## config.mk

```make
export PLATFORM = sky130hd
export DESIGN_NAME = spectral_band_statistics
export DESIGN_NICKNAME = d
export VERILOG_FILES = /design/src/sv/sbs_pkg.sv /design/src/sv/sbs_ctrl.sv /design/src/sv/sbs_dp.sv /design/src/sv/spectral_band_statistics.sv
export SDC_FILE = /design/constraint.sdc
export NUM_CORES = 2
export LEC_CHECK = 0
export ABC_AREA = 1
export BUFFER_PORTS_ARGS = -buffer_cell sky130_fd_sc_hd__clkbuf_2
export CELL_PAD_IN_SITES_DETAIL_PLACEMENT = 0
export CELL_PAD_IN_SITES_GLOBAL_PLACEMENT = 1
export CORE_ASPECT_RATIO = 0.6
export CORE_MARGIN = 2
export CORE_UTILIZATION = 50
export DETAILED_ROUTE_END_ITERATION = 16
export MAX_ROUTING_LAYER = met4
export PLACE_DENSITY = 0.94
export SLEW_MARGIN = 20
export SYNTH_ARGS = -nofsm -noshare
export SYNTH_HDL_FRONTEND = slang
export SYNTH_HIERARCHICAL = 1
export SYNTH_SLANG_ARGS = --single-unit
```

## constraint.sdc

```tcl
create_clock -name clk -period 10.3 [get_ports clk]
set_input_delay 1.545 -clock clk [delete_from_list [all_inputs] [get_ports clk]]
set_output_delay 1.545 -clock clk [all_outputs]
set_load 0.01 [all_outputs]
```

## src/sv/sbs_pkg.sv

```systemverilog
// Shared types, constants and tables for the spectral band statistics block.
package sbs_pkg;

  localparam int NUM_BINS      = 9;
  localparam int NUM_BANDS     = 5;
  localparam int ADDR_W        = 4;
  localparam int BAND_W        = 3;
  localparam int STEP_W        = 6;
  localparam int CORDIC_STEPS  = 14;
  localparam int PHASE_W       = 16;
  localparam int PHASE_SUM_W   = 18;
  localparam int ENERGY_OUT_W  = 33;
  localparam int MAG_OUT_W     = 17;
  localparam int TOTAL_OUT_W   = 35;
  localparam int OUT_DATA_W    = 112;

  localparam logic [ADDR_W-1:0]  LAST_BIN  = ADDR_W'(NUM_BINS - 1);
  localparam logic [BAND_W-1:0]  LAST_BAND = BAND_W'(NUM_BANDS - 1);
  localparam logic signed [PHASE_W-1:0] PI_Q13      = 16'sd25736;
  localparam logic signed [PHASE_W-1:0] HALF_PI_Q13 = 16'sd12868;
  // Reciprocal of three in 17 fractional bits, exact below 2^17.
  localparam logic [15:0] RECIP3_Q17 = 16'd43691;

  // Datapath operations issued by the controller.
  typedef enum logic [3:0] {
    OP_NONE,
    OP_STORE,
    OP_START,
    OP_LOAD,
    OP_SQ_RE,
    OP_SQ_IM,
    OP_ROT,
    OP_CORDIC,
    OP_ACC,
    OP_MEAN,
    OP_SQRT,
    OP_EMIT
  } sbs_op_t;

  typedef enum logic [3:0] {
    S_IDLE,
    S_START,
    S_LOAD,
    S_SQ_RE,
    S_SQ_IM,
    S_ROT,
    S_CORDIC,
    S_ACC,
    S_MEAN,
    S_SQRT,
    S_EMIT
  } sbs_state_t;

  typedef struct packed {
    sbs_op_t            op;
    logic [ADDR_W-1:0]  addr;
    logic [BAND_W-1:0]  band;
    logic [STEP_W-1:0]  step;
  } sbs_cmd_t;

  typedef struct packed {
    logic nonzero;
    logic out_busy;
  } sbs_stat_t;

  // Index of the highest bin of each band.
  function automatic logic [ADDR_W-1:0] band_last(input logic [BAND_W-1:0] band);
    logic [ADDR_W-1:0] r;
    case (band)
      3'd0:    r = 4'd2;
      3'd1:    r = 4'd3;
      3'd2:    r = 4'd6;
      3'd3:    r = 4'd7;
      default: r = 4'd8;
    endcase
    return r;
  endfunction

  // round(atan(2^-i) * 8192)
  function automatic logic signed [PHASE_W-1:0] atan_q13(input logic [3:0] i);
    logic signed [PHASE_W-1:0] r;
    case (i)
      4'd0:    r = 16'sd6434;
      4'd1:    r = 16'sd3798;
      4'd2:    r = 16'sd2007;
      4'd3:    r = 16'sd1019;
      4'd4:    r = 16'sd511;
      4'd5:    r = 16'sd256;
      4'd6:    r = 16'sd128;
      4'd7:    r = 16'sd64;
      4'd8:    r = 16'sd32;
      4'd9:    r = 16'sd16;
      4'd10:   r = 16'sd8;
      4'd11:   r = 16'sd4;
      4'd12:   r = 16'sd2;
      4'd13:   r = 16'sd1;
      default: r = 16'sd0;
    endcase
    return r;
  endfunction

endpackage

```

## src/sv/sbs_ctrl.sv

```systemverilog
// Controller state machine that sequences bin capture and per-band statistics.
module sbs_ctrl import sbs_pkg::*; #(
  parameter int SQRT_STEPS = 17
) (
  input  logic      clk,
  input  logic      rst_n,
  input  logic      in_valid,
  input  logic      in_first,
  output logic      in_ready,
  input  sbs_stat_t stat,
  output sbs_cmd_t  cmd
);

  sbs_state_t        state_r, state_nxt;
  logic [ADDR_W-1:0] bin_cnt_r, bin_cnt_nxt;
  logic [ADDR_W-1:0] addr_r, addr_nxt;
  logic [BAND_W-1:0] band_r, band_nxt;
  logic [STEP_W-1:0] step_r, step_nxt;
  logic [ADDR_W-1:0] wr_idx;
  logic              band_end;

  // Control registers.
  always_ff @(posedge clk) begin
    if (!rst_n) begin
      state_r   <= S_IDLE;
      bin_cnt_r <= '0;
      addr_r    <= '0;
      band_r    <= '0;
      step_r    <= '0;
    end else begin
      state_r   <= state_nxt;
      bin_cnt_r <= bin_cnt_nxt;
      addr_r    <= addr_nxt;
      band_r    <= band_nxt;
      step_r    <= step_nxt;
    end
  end

  assign wr_idx   = in_first ? '0 : bin_cnt_r;
  assign band_end = (addr_r == band_last(band_r));

  // Next state and datapath commands.
  always_comb begin
    state_nxt   = state_r;
    bin_cnt_nxt = bin_cnt_r;
    addr_nxt    = addr_r;
    band_nxt    = band_r;
    step_nxt    = step_r;
    in_ready    = 1'b0;
    cmd.op      = OP_NONE;
    cmd.addr    = addr_r;
    cmd.band    = band_r;
    cmd.step    = step_r;
    case (state_r)
      S_IDLE: begin
        in_ready = 1'b1;
        cmd.addr = wr_idx;
        if (in_valid) begin
          cmd.op = OP_STORE;
          if (wr_idx == LAST_BIN) begin
            bin_cnt_nxt = '0;
            state_nxt   = S_START;
          end else begin
            bin_cnt_nxt = wr_idx + 1'b1;
          end
        end
      end
      S_START: begin
        cmd.op    = OP_START;
        addr_nxt  = '0;
        band_nxt  = '0;
        state_nxt = S_LOAD;
      end
      S_LOAD: begin
        cmd.op    = OP_LOAD;
        state_nxt = S_SQ_RE;
      end
      S_SQ_RE: begin
        cmd.op    = OP_SQ_RE;
        state_nxt = S_SQ_IM;
      end
      S_SQ_IM: begin
        cmd.op    = OP_SQ_IM;
        state_nxt = S_ROT;
      end
      S_ROT: begin
        cmd.op   = OP_ROT;
        step_nxt = '0;
        if (stat.nonzero) begin
          state_nxt = S_CORDIC;
        end else if (band_end) begin
          state_nxt = S_MEAN;
        end else begin
          addr_nxt  = addr_r + 1'b1;
          state_nxt = S_LOAD;
        end
      end
      S_CORDIC: begin
        cmd.op   = OP_CORDIC;
        step_nxt = step_r + 1'b1;
        if (step_r == STEP_W'(CORDIC_STEPS - 1)) begin
          state_nxt = S_ACC;
        end
      end
      S_ACC: begin
        cmd.op = OP_ACC;
        if (band_end) begin
          state_nxt = S_MEAN;
        end else begin
          addr_nxt  = addr_r + 1'b1;
          state_nxt = S_LOAD;
        end
      end
      S_MEAN: begin
        cmd.op    = OP_MEAN;
        step_nxt  = '0;
        state_nxt = S_SQRT;
      end
      S_SQRT: begin
        cmd.op   = OP_SQRT;
        step_nxt = step_r + 1'b1;
        if (step_r == STEP_W'(SQRT_STEPS - 1)) begin
          state_nxt = S_EMIT;
        end
      end
      S_EMIT: begin
        if (!stat.out_busy) begin
          cmd.op = OP_EMIT;
          if (band_r == LAST_BAND) begin
            state_nxt = S_IDLE;
          end else begin
            band_nxt  = band_r + 1'b1;
            addr_nxt  = addr_r + 1'b1;
            state_nxt = S_LOAD;
          end
        end
      end
      default: begin
        state_nxt = S_IDLE;
      end
    endcase
  end

endmodule

```

## src/sv/sbs_dp.sv

```systemverilog
// Datapath: bin store, shared squarer, CORDIC phase unit, mean, square root and result register.
module sbs_dp import sbs_pkg::*; #(
  parameter int SAMPLE_WIDTH = 16,
  parameter int ENERGY_W     = 34
) (
  input  logic                           clk,
  input  logic                           rst_n,
  input  sbs_cmd_t                       cmd,
  output sbs_stat_t                      stat,
  input  logic signed [SAMPLE_WIDTH-1:0] in_re,
  input  logic signed [SAMPLE_WIDTH-1:0] in_im,
  input  logic                           out_ready,
  output logic                           out_valid,
  output logic [OUT_DATA_W-1:0]          out_data,
  output logic                           out_last
);

  localparam int CW      = SAMPLE_WIDTH + 3;
  localparam int PW      = 2 * SAMPLE_WIDTH;
  localparam int ROOT_W  = ENERGY_W / 2;
  localparam int REM_W   = ROOT_W + 2;

  // Bin store, written while idle and read one entry per bin during a frame.
  logic signed [SAMPLE_WIDTH-1:0] store_re [NUM_BINS];
  logic signed [SAMPLE_WIDTH-1:0] store_im [NUM_BINS];

  logic signed [SAMPLE_WIDTH-1:0] re_r, im_r;
  logic signed [PW-1:0]           prod_r;
  logic [ENERGY_W-1:0]            energy_r;
  logic signed [CW-1:0]           cx_r, cy_r;
  logic signed [PHASE_W-1:0]      cz_r;
  logic signed [PHASE_SUM_W-1:0]  psum_r;
  logic [1:0]                     pcnt_r;
  logic signed [PHASE_W-1:0]      mean_r;
  logic [TOTAL_OUT_W-1:0]         total_r;
  logic [ENERGY_W-1:0]            best_e_r;
  logic [BAND_W-1:0]              best_r;
  logic [ENERGY_W-1:0]            rad_r;
  logic [REM_W-1:0]               rem_r;
  logic [ROOT_W-1:0]              root_r;
  logic                           out_valid_r;
  logic [OUT_DATA_W-1:0]          out_data_r;
  logic                           out_last_r;

  logic signed [CW-1:0]           xs, ys;
  logic signed [PHASE_W-1:0]      z_sat;
  logic [PHASE_SUM_W-1:0]         abs_sum;
  logic [PHASE_SUM_W-1:0]         quot;
  logic [PHASE_SUM_W+15:0]        prod3;
  logic signed [PHASE_SUM_W-1:0]  mean_full;
  logic [REM_W-1:0]               rem_sh, trial;
  logic [63:0]                    energy64, root64;
  logic                           is_last_band;

  assign stat.nonzero  = (re_r != '0) || (im_r != '0);
  assign stat.out_busy = out_valid_r && !out_ready;

  // CORDIC shifted terms; arithmetic shift is a floor shift.
  assign xs = cx_r >>> cmd.step[3:0];
  assign ys = cy_r >>> cmd.step[3:0];

  // Saturation of the final angle to plus or minus pi.
  always_comb begin
    if (cz_r > PI_Q13) begin
      z_sat = PI_Q13;
    end else if (cz_r < -PI_Q13) begin
      z_sat = -PI_Q13;
    end else begin
      z_sat = cz_r;
    end
  end

  // Rounded mean over one to three bins, ties away from zero.
  always_comb begin
    abs_sum = psum_r[PHASE_SUM_W-1] ? PHASE_SUM_W'(-psum_r) : PHASE_SUM_W'(psum_r);
    prod3   = (PHASE_SUM_W + 16)'(abs_sum + 1'b1) * (PHASE_SUM_W + 16)'(RECIP3_Q17);
    case (pcnt_r)
      2'd1:    quot = abs_sum;
      2'd2:    quot = (abs_sum + 1'b1) >> 1;
      2'd3:    quot = PHASE_SUM_W'(prod3 >> 17);
      default: quot = '0;
    endcase
    mean_full = psum_r[PHASE_SUM_W-1] ? -$signed(quot) : $signed(quot);
  end

  // One two-bit step of the restoring square root.
  assign rem_sh = {rem_r[REM_W-3:0], rad_r[ENERGY_W-1 -: 2]};
  assign trial  = {root_r, 2'b01};

  assign energy64     = 64'(energy_r);
  assign root64       = 64'(root_r);
  assign is_last_band = (cmd.band == LAST_BAND);

  // Store writes and reads.
  always_ff @(posedge clk) begin
    if (cmd.op == OP_STORE) begin
      store_re[cmd.addr] <= in_re;
      store_im[cmd.addr] <= in_im;
    end
    if (cmd.op == OP_LOAD) begin
      re_r <= store_re[cmd.addr];
      im_r <= store_im[cmd.addr];
    end
  end

  // Arithmetic registers.
  always_ff @(posedge clk) begin
    case (cmd.op)
      OP_START: begin
        energy_r <= '0;
        psum_r   <= '0;
        pcnt_r   <= '0;
        total_r  <= '0;
        best_e_r <= '0;
        best_r   <= '0;
      end
      OP_SQ_RE: begin
        prod_r <= re_r * re_r;
      end
      OP_SQ_IM: begin
        energy_r <= energy_r + ENERGY_W'(unsigned'(prod_r));
        prod_r   <= im_r * im_r;
      end
      OP_ROT: begin
        energy_r <= energy_r + ENERGY_W'(unsigned'(prod_r));
        if (re_r < 0) begin
          if (im_r >= 0) begin
            cx_r <= CW'(im_r);
            cy_r <= -CW'(re_r);
            cz_r <= HALF_PI_Q13;
          end else begin
            cx_r <= -CW'(im_r);
            cy_r <= CW'(re_r);
            cz_r <= -HALF_PI_Q13;
          end
        end else begin
          cx_r <= CW'(re_r);
          cy_r <= CW'(im_r);
          cz_r <= '0;
        end
      end
      OP_CORDIC: begin
        if (cy_r >= 0) begin
          cx_r <= cx_r + ys;
          cy_r <= cy_r - xs;
          cz_r <= cz_r + atan_q13(cmd.step[3:0]);
        end else begin
          cx_r <= cx_r - ys;
          cy_r <= cy_r + xs;
          cz_r <= cz_r - atan_q13(cmd.step[3:0]);
        end
      end
      OP_ACC: begin
        psum_r <= psum_r + PHASE_SUM_W'(z_sat);
        pcnt_r <= pcnt_r + 1'b1;
      end
      OP_MEAN: begin
        mean_r  <= PHASE_W'(mean_full);
        total_r <= total_r + TOTAL_OUT_W'(energy64);
        if (energy_r > best_e_r) begin
          best_e_r <= energy_r;
          best_r   <= cmd.band;
        end
        rad_r  <= energy_r;
        rem_r  <= '0;
        root_r <= '0;
      end
      OP_SQRT: begin
        rad_r <= rad_r << 2;
        if (rem_sh >= trial) begin
          rem_r  <= rem_sh - trial;
          root_r <= {root_r[ROOT_W-2:0], 1'b1};
        end else begin
          rem_r  <= rem_sh;
          root_r <= {root_r[ROOT_W-2:0], 1'b0};
        end
      end
      OP_EMIT: begin
        energy_r <= '0;
        psum_r   <= '0;
        pcnt_r   <= '0;
      end
      default: begin
      end
    endcase
  end

  // Result register; a transfer clears the valid flag.
  always_ff @(posedge clk) begin
    if (!rst_n) begin
      out_valid_r <= 1'b0;
    end else if (cmd.op == OP_EMIT) begin
      out_valid_r <= 1'b1;
    end else if (out_ready) begin
      out_valid_r <= 1'b0;
    end
  end

  always_ff @(posedge clk) begin
    if (cmd.op == OP_EMIT) begin
      out_last_r <= is_last_band;
      out_data_r <= {5'b0,
                     is_last_band ? best_r : 3'b0,
                     is_last_band ? total_r : {TOTAL_OUT_W{1'b0}},
                     mean_r,
                     root64[MAG_OUT_W-1:0],
                     energy64[ENERGY_OUT_W-1:0],
                     cmd.band};
    end
  end

  assign out_valid = out_valid_r;
  assign out_data  = out_data_r;
  assign out_last  = out_last_r;

endmodule

```

## src/sv/spectral_band_statistics.sv

```systemverilog
// Top level of the spectral band statistics block.
// Bins stream in one per transfer, one per cycle while the block is idle. On the
// ninth bin the block stops taking input and walks the five bands: each bin takes
// a store read, two squarings on one shared multiplier and a pre-rotation, plus,
// when it is nonzero, 14 CORDIC iterations and the phase sum; each band then takes
// the mean, the 2-bit-per-cycle square root and the load of the result register,
// which waits while the previous result has not been taken. Input is taken again
// as soon as the fifth result sits in the output register.
module spectral_band_statistics import sbs_pkg::*; #(
  parameter int SAMPLE_WIDTH = 16
) (
  input  logic                  clk,
  input  logic                  rst_n,
  input  logic                  in_tvalid,
  output logic                  in_tready,
  // bin_real, bin_imag
  input  logic [((2*SAMPLE_WIDTH+7)/8)*8-1:0] in_tdata,
  // first_bin
  input  logic                  in_tuser,
  output logic                  out_tvalid,
  input  logic                  out_tready,
  // band_index, energy, magnitude, phase_mean, total, dominant
  output logic [OUT_DATA_W-1:0] out_tdata,
  output logic                  out_tlast
);

  localparam int ENERGY_W = (2 * SAMPLE_WIDTH + 2 > 64) ? 64 : 2 * SAMPLE_WIDTH + 2;

  sbs_cmd_t  cmd;
  sbs_stat_t stat;

  sbs_ctrl #(
    .SQRT_STEPS (ENERGY_W / 2)
  ) u_ctrl (
    .clk      (clk),
    .rst_n    (rst_n),
    .in_valid (in_tvalid),
    .in_first (in_tuser),
    .in_ready (in_tready),
    .stat     (stat),
    .cmd      (cmd)
  );

  sbs_dp #(
    .SAMPLE_WIDTH (SAMPLE_WIDTH),
    .ENERGY_W     (ENERGY_W)
  ) u_dp (
    .clk       (clk),
    .rst_n     (rst_n),
    .cmd       (cmd),
    .stat      (stat),
    .in_re     (in_tdata[SAMPLE_WIDTH-1:0]),
    .in_im     (in_tdata[2*SAMPLE_WIDTH-1:SAMPLE_WIDTH]),
    .out_ready (out_tready),
    .out_valid (out_tvalid),
    .out_data  (out_tdata),
    .out_last  (out_tlast)
  );

endmodule
```

**After elaboration in Yosys (flattened, before gate mapping)**

Memory sizes are Yosys's and may differ from the RTL's. A register that Yosys moved wholly into a read port is not among the register bits.
Index checks and enable logic that the tools add are counted.

- Add/subtract/negate cells: 21
- $mul: 3
- Order comparisons: 7
- Equal/unequal tests: 40
- Shift operators: 2
- Multiplexer cells: 69
- Reductions and logical operators: 26

Operators with widths:

| cell | count |
|---|---|
| $pmux 34 s2 | 3 |
| $mux 16 | 10 |
| $mux 19 | 6 |
| $pmux 4 s11 | 2 |
| $mux 4 | 19 |
| $pmux 19 s2 | 2 |
| $pmux 35 s2 | 1 |
| $pmux 17 s2 | 2 |
| $mul 16x16->32 | 2 |
| $pmux 32 s2 | 1 |
| $pmux 16 s3 | 1 |
| $add 19x19->19 | 2 |
| $neg 16->19 | 2 |
| $sshr 19x4->19 | 2 |
| $sub 19x19->19 | 2 |
| $pmux 18 s2 | 1 |
| $add 35x34->35 | 1 |
| $add 34x32->34 | 1 |
| $gt 34x34->1 | 1 |
| $mux 34 | 1 |
| $mul 19x16->33 const B | 1 |
| $eq 4x3->1 const B | 8 |
| $eq 4x4->1 const B | 8 |
| $pmux 16 s2 | 1 |
| other kinds (52) | 88 |

- Register bits: 426
- Bits in writable memories: 288
- Memory bits (read-only): 416
- Input port bits: 37
- Output and inout bits: 115
- Logic and storage cells: 195
- Memories kept: 4

Memories:

| memory | words | bits a word | rd ports | clocked after memory_dff | write ports | RTL line | RTL |
|---|---|---|---|---|---|---|---|
| (no name shown) | 16 | 13 | 1 | 1 | 0 | sbs_pkg.sv:82 | `case (i)` |
| (no name shown) | 16 | 13 | 1 | 1 | 0 | sbs_pkg.sv:82 |  |
| u_dp.store_im | 9 | 16 | 1 | 1 | 1 | sbs_dp.sv:25 | `logic signed [SAMPLE_WIDTH-1:0] store_im [NUM_BINS];` |
| u_dp.store_re | 9 | 16 | 1 | 1 | 1 | sbs_dp.sv:24 | `logic signed [SAMPLE_WIDTH-1:0] store_re [NUM_BINS];` |

**Longest topological paths before layout**

- Depth after elaboration: 9
- Mapped depth: 48
- Mapped depth without buffers: 48

**Hierarchy**

The synthesis kept the hierarchy.

Modules (own cells, without submodules):

| module | times used | cells an instance | area each (um2) | seq. area each (um2) |
|---|---|---|---|---|
| sbs_dp | 1 | 7125 | 63717.4 | 21730.8 |
| sbs_ctrl | 1 | 239 | 1584.0 | 420.4 |

**Worst setup path after synthesis**

OpenSTA, ideal clock, no wires.

- Path kind: input-to-reg
- Start point: in out_tready
- End point: reg u_dp.energy_r[0], enable pin
- Arrival: 8.802 ns
- Required time: 9.865 ns
- Setup slack: 1.062 ns
- Stages: 9
- Cells stage by stage: nor2_1 -> nor2_1 -> inv_1 -> o21ai_0 -> nand2_1 -> nor2_1 -> nor2_1 -> clkbuf_1 -> o211ai_1

RTL lines:

| what | RTL line | RTL |
|---|---|---|
| from (decl) | spectral_band_statistics.sv:21 | `input logic out_tready,` |
| to (signal assigned) | sbs_dp.sv:121 | `energy_r <= energy_r + ENERGY_W'(unsigned'(prod_r));` |
| to (signal assigned) | sbs_dp.sv:125 | `energy_r <= energy_r + ENERGY_W'(unsigned'(prod_r));` |
| to (decl) | sbs_dp.sv:29 | `logic [ENERGY_W-1:0] energy_r;` |

**Final worst setup path**

- Start point: reg u_dp.psum_r[0]
- End point: reg u_dp.mean_r[14] (data pin)

- Cells in the longest elaborated chain, start to end: 7
- Elaborated cells on any way between the ends: 8
- Classes of those cells: 4 x add/sub; 1 x mul; 3 x mux

RTL lines:

| what | RTL line | RTL |
|---|---|---|
| from (decl) | sbs_dp.sv:32 | `logic signed [PHASE_SUM_W-1:0] psum_r;` |
| from (signal assigned) | sbs_dp.sv:154 | `psum_r <= psum_r + PHASE_SUM_W'(z_sat);` |
| $neg 18->18 | sbs_dp.sv:75 | `abs_sum = psum_r[PHASE_SUM_W-1] ? PHASE_SUM_W'(-psum_r) : PHASE_SUM_W'(psum_r);` |
| $mux 18 * | sbs_dp.sv:75 |  |
| $add 18x1->19 | sbs_dp.sv:76 | `prod3 = (PHASE_SUM_W + 16)'(abs_sum + 1'b1) * (PHASE_SUM_W + 16)'(RECIP3_Q17);` |
| $mul 19x16->33 | sbs_dp.sv:76 |  |
| $pmux 16 s3 * | sbs_dp.sv:77 | `case (pcnt_r)` |
| $neg 16->16 | sbs_dp.sv:83 | `mean_full = psum_r[PHASE_SUM_W-1] ? -$signed(quot) : $signed(quot);` |
| $mux 16 * | sbs_dp.sv:83 |  |
| named net u_dp.mean_full[14] | sbs_dp.sv:50 | `logic signed [PHASE_SUM_W-1:0] mean_full;` |
| to (signal assigned) | sbs_dp.sv:158 | `mean_r <= PHASE_W'(mean_full);` |
| to (decl) | sbs_dp.sv:34 | `logic signed [PHASE_W-1:0] mean_r;` |

Mark *: on every way through the listed nets, which the timed path passes. The rest lies on a longest branch.
A chain may end at the register's enable or synchronous reset.

==> key figures <==
Timing
  • Tightest Pin Transition: roughly 1200 ps
  • Setup TNS: 0 ps
  • Min Clock Period, post-route: 8950 ps
  • Final period util: ~87%
  • Layout Skew: around 50 ps
  • Final Max Tran Viols: 0
  • RSZ-0062 raised after global routing: false
  • Final worst slack: between 1000 and 1500 ps
  • Final Hold Viols: 0
  • Setup violators final: 0
  • Fmax achieved: ~110 MHz
  • Rel. slew slack: between 10% and 20%

Drt
  • Residual DRC: 0
  • Antenna Nets Post-Route: 0
  • Iteration-0 DRC Markers: 5918
  • Drt pass-1 iters: 8
  • Final wirelength: just under 200 mm
  • Wire per inst: ~21 um
  • Via count: 51800
  • Vias per Instance: between 5 and 6

Worst setup path
  • Crit path launch type: register
  • Setup crit start: u_dp/psum_r[0]
  • CP most frequent cell: nand2_1
  • Critical path required time: roughly 11000 ps
  • CP Max Fanout: 9
  • Worst endpoint data arrival time: 9360 ps
  • Reg-to-Reg Start: u_dp/psum_r[0]
  • Worst path max stage delay: roughly 600 ps
  • Critical Path End Type: register
  • Critical path type: reg2reg
  • Worst path slowest cell: fa_1

Finish
  • Commonest non-fill, non-tap cell in the layout: inv_1
  • Layout fillers: 11500
  • Sequential cell area: roughly 22000 um^2
  • Area grow syn2layout: 8.02%
  • Antenna Cells: 0
  • Final nets: approximately 8600
  • Multi-input logic area: 36800 um^2
  • Most frequent cells in the layout: inv_1, nand2_1, edfxtp_1
  • Share of cells above drive strength 1: 5.94%

Pwr
  • Pwr Density: ~90 nW/um^2
  • Leak pwr: about 33 nW
  • Peak VDD IR: 0.108 mV

Floorplan
  • IO Pins: between 150 and 200
  • Die X: approximately 470 um
  • Rows: 102
  • Die area: 134000 um^2
  • Initial core utilization: around half
  • Die H: roughly 280 um
  • Total core area: 129000 um^2

Logic synthesis
  • Mapped Avg Cell Area: between 8 and 9 um^2
  • Yosys cell types: between 70 and 80
  • Post-Syn Area: 65300 um^2
  • Register bit total from synthesis: around 750
  • Ys Warns: 6
  • Asr flop ratio synth: 0%
  • Gate Count Post-Synth: between 7000 and 8000
  • Sequential fraction of the synthesis area: approximately 34%
  • Most used DFF post-synth: edfxtp_1
  • EDFF count, synth: between 700 and 800

Flow run
  • Max-cap check violation count: 0

Clocking
  • Worst-case clock buffer depth: 3
  • Htree depth: 3
  • Post-CTS Setup Repair Bufs: 0
  • Hold_buf cts: 0
  • Root buffer cell: clkbuf_16
  • Num CTS Buffers: 73
  • Resized cells post-CTS: 0
  • Clock transition at path regs: around 70 ps
  • CTS tree: yes
  • CTS Sinks: 745
  • Clk Latency, worst-skew pair: roughly 700 ps

Global route
  • Vias in the first global route: roughly 49000
  • Global-route wire length before repair: approximately 300 mm
  • Overall Global Routing Usage: roughly 30%
  • Pin count of the biggest net entering global routing: 84
  • Initial antenna violation count: 3
  • Gr ovfl total: 0

Run status
  • Status: finished clean

Placement
  • Setup WS pre-CTS: roughly 1600 ps
  • RePlAce Congestion: between 1 and 1.5
  • Hpwl dp: about 150 mm
  • Port-buffer cells: 146

Hold path
  • Hold path start: u_dp/root_r[11]
  • Worst min-delay path class: reg2reg
## area by class of cell
type	count	area share (%)
clock buffer	87	2.71
clock inverter	47	0.791
inverter	1506	8.02
multi-input combinational	4914	52.2
sequential	745	31.4
tap	1716	3.04
timing repair buffer	220	1.82
## per-stage QoR
stage / area (um^2) / hold slack (ps) / std cells / power [mW] / utilization (%)
6_report: 70500 / 413 / 9235 / 6.34 / 54.6
5_1_grt: 70500 / 433 / 9235 / 6.51 / 54.6
4_1_cts: 70500 / 403 / 9235 / 6.38 / 54.6
3_5_place_dp: 68100 / 408 / 9101 / 3.58 / 52.7
3_3_place_gp: 68100 / 404 / 9101 / 3.58 / 52.7
2_1_floorplan: 65300 / 400 / 7372 / 3.50 / -
## state kept, by name, summed over array words and instances, names as in the netlist, 6 cells and up
signal         flops
u_dp/cz_r         16
u_dp/re_r         16
u_dp/energy_r     34
u_dp/total_r      35
u_dp/cy_r         19
u_dp/psum_r       18
u_dp/im_r         16
u_dp/store_im    144
u_dp/rad_r        34
u_dp/rem_r        17
u_ctrl/step_r      6
u_dp/root_r       17
u_dp/prod_r       31
u_dp/out_data    107
u_dp/best_e_r     34
u_dp/mean_r       16
u_dp/store_re    144
u_dp/cx_r         19
## worst max-delay path, delay by kind of cell, from the launching register on
kind / cells / cell delay, ps
flops: 1 / 460
fa+ha+maj: 8 / 3720
simple gates: 24 / 3420
buf+inv: 7 / 770
compound gates: 2 / 320
## synth_stat cells (all sizes together), types with 34 or more instances
master | n | area, um^2
ha | 533 | 6670
buf | 75 | 357
edfxtp | 723 | 21700
clkbuf | 132 | 495
fa | 573 | 11500
nand3 | 225 | 1140
nor2 | 498 | 1950
a21oi | 490 | 2470
inv | 1502 | 5640
nand4 | 79 | 515
a31oi | 34 | 213
xnor2 | 66 | 578
nor3 | 72 | 398
nand2 | 1454 | 5520
o21ai | 461 | 2320
a22oi | 66 | 500
xor2 | 91 | 797
## final timing paths
path / end / slack (ps) / depth (start not counted)
max: u_dp/mean_r[14] / 1350 / 41
min reg2reg: u_dp/out_data[47] / 410 / 0
min: u_dp/out_data[47] / 410 / 0
max reg2reg: u_dp/mean_r[14] / 1350 / 41
## per-layer routing
layer / GRT usage (%) / part of all wire [%] / up-vias
met1: 47.1 / 48 / 25000
met2: 37.4 / 38 / 2547
met5: - / 0 / -
li1: - / - / 24100
met4: 6.36 / 2.1 / 0
met3: 7.14 / 12 / 216
## power breakdown
part	switching, mW	internal, mW	leakage [nW]
clock network	1.28	1.53	1.20
registers	0.00399	3.31	6.69
logic	0.143	0.0642	24.9
## cells by family after synthesis
family | after synthesis | synth area share [%]
AO/OA/AOI/OAI | 1246 | 10.9
buffers and inverters | 1713 | 9.97
multiplexers | 12 | 0.188
adder cells (fa/ha/maj) | 1106 | 27.8
XOR/XNOR | 157 | 2.11
flip-flops | 745 | 33.9
other | 2 | 0.0115
AND/OR/NAND/NOR | 2383 | 15.1
Power figures use the tool's default switching activity.
